## src/hdl/cit_sqrt_pipe.sv

```systemverilog
// Pipelined integer square root, one root bit per stage, with sideband delay.
module cit_sqrt_pipe #(
    parameter int ROOT_W = 31,
    parameter int SIDE_W = 1
) (
    input  logic                aclk,
    input  logic                aresetn,
    input  logic                en,
    input  logic                in_valid,
    input  logic [2*ROOT_W-1:0] rad,
    input  logic [SIDE_W-1:0]   side,
    output logic                out_valid,
    output logic [ROOT_W-1:0]   root,
    output logic [SIDE_W-1:0]   side_o
);
    localparam int RAD_W = 2 * ROOT_W;
    localparam int REM_W = ROOT_W + 2;

    logic              vld_reg  [ROOT_W];
    logic [REM_W-1:0]  rem_reg  [ROOT_W];
    logic [ROOT_W-1:0] root_reg [ROOT_W];
    logic [RAD_W-1:0]  rad_reg  [ROOT_W];
    logic [SIDE_W-1:0] side_reg [ROOT_W];

    for (genvar k = 0; k < ROOT_W; k++) begin : g_stage
        logic              vld_prev;
        logic [REM_W-1:0]  rem_prev;
        logic [ROOT_W-1:0] root_prev;
        logic [RAD_W-1:0]  rad_prev;
        logic [SIDE_W-1:0] side_prev;
        logic [REM_W+1:0]  acc;
        logic [REM_W+1:0]  trial;
        logic [REM_W+1:0]  diff;
        logic              ge;
        logic [REM_W-1:0]  rem_next;
        logic [ROOT_W-1:0] root_next;
        logic [RAD_W-1:0]  rad_next;

        if (k == 0) begin : g_first
            assign vld_prev  = in_valid;
            assign rem_prev  = '0;
            assign root_prev = '0;
            assign rad_prev  = rad;
            assign side_prev = side;
        end else begin : g_rest
            assign vld_prev  = vld_reg[k-1];
            assign rem_prev  = rem_reg[k-1];
            assign root_prev = root_reg[k-1];
            assign rad_prev  = rad_reg[k-1];
            assign side_prev = side_reg[k-1];
        end

        always_comb begin
            acc       = {rem_prev, rad_prev[RAD_W-1:RAD_W-2]};
            trial     = {2'b00, root_prev, 2'b01};
            ge        = (acc >= trial);
            diff      = acc - trial;
            rem_next  = ge ? diff[REM_W-1:0] : acc[REM_W-1:0];
            root_next = {root_prev[ROOT_W-2:0], ge};
            rad_next  = {rad_prev[RAD_W-3:0], 2'b00};
        end

        always_ff @(posedge aclk) begin
            if (!aresetn) begin
                vld_reg[k] <= 1'b0;
            end else if (en) begin
                vld_reg[k] <= vld_prev;
            end
        end

        always_ff @(posedge aclk) begin
            if (en) begin
                rem_reg[k]  <= rem_next;
                root_reg[k] <= root_next;
                rad_reg[k]  <= rad_next;
                side_reg[k] <= side_prev;
            end
        end
    end

    assign out_valid = vld_reg[ROOT_W-1];
    assign root      = root_reg[ROOT_W-1];
    assign side_o    = side_reg[ROOT_W-1];
endmodule

```

## config.mk

```make
export PLATFORM = sky130hd
export DESIGN_NAME = cit_sqrt_pipe
export DESIGN_NICKNAME = d
export VERILOG_FILES = /design/src/hdl/cit_sqrt_pipe.sv
export SDC_FILE = /design/constraint.sdc
export NUM_CORES = 2
export LEC_CHECK = 0
export BUFFER_PORTS_ARGS = -buffer_cell sky130_fd_sc_hd__buf_2
export CORE_MARGIN = 1.5
export CORE_UTILIZATION = 50
export DETAILED_ROUTE_END_ITERATION = 8
export PLACE_DENSITY_LB_ADDON = 0.12
export SYNTH_ARGS = -nofsm -noshare
export SYNTH_HDL_FRONTEND = slang
export SYNTH_SLANG_ARGS = --single-unit
```

## constraint.sdc

```tcl
create_clock -name aclk -period 8.9 [get_ports aclk]
set_input_delay 0.445 -clock aclk [delete_from_list [all_inputs] [get_ports aclk]]
set_output_delay 0.445 -clock aclk [all_outputs]
set_load 0.01 [all_outputs]
```

==> impl_results.md <==
* PnR Total Power at around 0.033 W
* Total CTS buffers at between 200 and 300
* Worst path top cell family by delay: simple AND/OR/NAND/NOR gates
* Largest family of logic cells by synthesized area: simple AND/OR/NAND/NOR gates
* 1st-iter DRT viols at between 4000 and 5000
* Max FO, Critical Path at 48
* Syn_nets at 9223
* Final worst path period need at 4.17 ns
* Drt total wl at between 200 and 250 mm
* Initial antenna violation count at 2
* Initial Utilization at 50.2%
* H-tree depth at 5
* Class of the worst hold path: in -> reg
* Crit path buf inv count at 0
* Crit share post-route at 46.9%
* Xor/xnor cell area share of the yosys netlist at 5.94%
* Commonest cells post-synth: 2429 x edfxtp_1, 652 x inv_1, 558 x nand2_1, 528 x ha_1, 528 x nor2_1
* Dominant cell type by area after synthesis: edfxtp_1
* Placed cells at 11588
* Post-Layout Cell Count at around 12000
* Max cap viols at 0
* Routed wire per std cell at 19.2 um
* DRC violations left at 0
* Via/cell ratio at 5.53
* FFs w/ async S/R, synth at 0%
* Vias in the first global route at 65683
* Rows at 174
* CP cell instances: or4_1 -> or3_1 -> nor4_1 -> nand2_1 -> nor3_1 -> nand4_1 -> a21oi_4 -> nor3_1 -> xor2_1
* Share of layout cells above drive strength 1 at under 10%
* GPL Wtd Cong at 0.900
* Clk_lat worst skew at 0.92 ns
* Final setup violation count at 0
* Filler cells at approximately 18000
* Pwr/cell area at 259 nW/um^2
* Port Buffers at 99
* Final hold violation count at 0
* Setup Fix Bufs, Post-CTS at 0
* Clock-pin transition on the worst setup and hold timing paths at approximately 0.060 ns
* 1st-pass router iterations at 9
* Synth Area in Compound Gates at 9.62%
* Max FFs per register at 942
* TritonCTS clock tree: built
* Number of enable flip-flop cells after synthesis at about 2400
* Root Buffer: clkbuf_16
* # hold bufs at CTS at 67
* Warnings, synthesis at 0
* Most common cell in the synthesized netlist: edfxtp_1
* Worst path slowest cell: a21oi_4
* Post-synthesis mux area share at less than 1%
* Antenna viol nets, final at 0
* Vias at 67092
* Final instance area at 126000 sq um
* Worst vdd ir at between 150 and 200 uV
* Syn avg cell area at approximately 13 sq um
* Layout area overhead at 12.1%
* Simple-gate portion of the synthesized area at 10.1%
* Post-synth top area share at 64.7%
* Instance count of the mapped netlist at 8628
* Dpl cell area at 117000 sq um
* Grt total ovfl at 0
* Setup TNS at 0 ns
* Final slew viol count at 0
* Clock buffer depth at 4
* CP Capture Type: flip-flop
* FF+latch area at approximately 73000 sq um
* Synth Area in Adders at between 5 and 6%
* Ys flop type: edfxtp_1
* DIE AREA at 228000 sq um
* CP Data Required Time at 9.51 ns
* Startpoint Class: flip-flop
* Yosys cell types at between 90 and 100
* Chip height at approximately 480 um
* TritonCTS Sinks at roughly 2400
* Syn Std Cell Area at about 110000 sq um
* Core ar. at 224000 sq um
* Ports at 100
* Outcome: finished, final reports clean
* Final #Nets at approximately 9500
* Least-Margin Pin Slew at around 1.3 ns
* GRT Util Overall at 20.2%
* Skew final at between 0.06 and 0.07 ns
* Sequential element share of the synthesized area at 64.7%
* Pin count of the biggest net entering global routing at 200
* Reg2Reg Setup Slack at 4.73 ns
* Slew HR at 16.1%
* FMAX at 0.240 GHz
* Synth top area cells: edfxtp_1 65%, ha_1 5.9%, xnor2_1 3.1%
* Unrepaired setup endpoints after global routing: no
* Worst setup path class: reg -> reg
* Post-CTS resize count at 0
* #FFs+latches synth at 2430
* Die width at 478 um
* CP dominant cell by count: nor3_1
* Slowest stage delay, CP at 0.98 ns
* Critical Path AT at 4.78 ns
* Static leakage at 48.2 nW
* First-pass GRT wire length at approximately 370 mm
* Final Util at 56.3%
* Area of the multi-input gates at about 37000 sq um
* DP HPWL at 164 mm
[worst reg2reg max path, delay by kind of cell, from the launching register on]
kind            cells  cell delay (ns)
compound gates      1             0.98
flops               1             0.43
xor+xnor            1             0.20
simple gates        7             2.32
[per-stage QoR]
step | setup slack (ns) | hold slack, ns
finish | 4.73 | 0.239
global route | 4.42 | 0.196
CTS | 4.73 | 0.158
detailed placement | 4.75 | 0.405
global placement | 4.85 | 0.400
floorplan | 5.56 | 0.400
[worst paths after layout]
| path | from | end | cells past startpoint |
|---|---|---|---|
| setup / recovery | rem_reg[0][447] | rem_reg[0][490] | 9 |
| hold / removal | rad[16] | rad_reg[0][16] | 2 |
| setup reg to reg | rem_reg[0][447] | rem_reg[0][490] | 9 |
| hold reg to reg | rad_reg[1][412] | rad_reg[1][474] | 0 |
[cell usage in the layout (no fill, tap or decap), types with 32 or more instances in the layout]
master,Yosys,routed
a211oi_1,47,47
a21o_1,245,245
a21oi_1,514,513
a31oi_1,54,53
and2_1,39,39
and3_1,76,76
buf_2,15,98
clkbuf_1,142,49
clkbuf_16,0,287
clkinv_1,2,45
clkinv_2,0,44
dlygate4sd3_1,0,67
edfxtp_1,2429,2429
ha_1,528,528
inv_1,652,652
mux2_2,74,74
nand2_1,558,558
nand2b_1,126,126
nand3_1,147,147
nand4_1,108,108
nor2_1,528,528
nor2b_1,74,73
nor3_1,205,203
nor4_1,102,102
o21a_1,111,111
o21ai_0,418,418
o21bai_1,40,40
o31ai_1,49,48
or2_2,32,32
or3_1,85,85
or4_1,51,51
xnor2_1,405,405
xor2_1,358,358
[power by group]
part           switching (W)  internal (W)  leakage (nW)
Combinational        0.00360       0.00262          20.5
Sequential          0.000964        0.0144          23.4
Clock                0.00443       0.00669          4.30
[layer usage]
metal	vias up	global-route usage, %	share of wire (%)
li1	32696	-	-
met4	2	6.35	3.0
met1	32559	26.6	44
met5	-	0	0.0077
met3	435	2.61	3.9
met2	1400	34.7	50
[cells by family (layout without fill, tap and decap cells)]
family,Yosys count,in the layout
compound gates,1721,1721
xor+xnor,764,764
fa+ha+maj,528,528
buf+inv,828,1337
flops,2430,2430
mux,97,97
other cells,1,2
simple gates,2259,2259
[layout make-up]
class / count / area share, %
well taps: 2992 / 2.96
inverters: 656 / 1.95
multi-input cells: 5370 / 29.0
repair buffers: 207 / 1.31
flip-flops and latches: 2430 / 57.8
clock buffers: 336 / 5.83
clock inverters: 138 / 1.14
diodes: 1 / 0.00198
(Power assumes the default switching activity.)
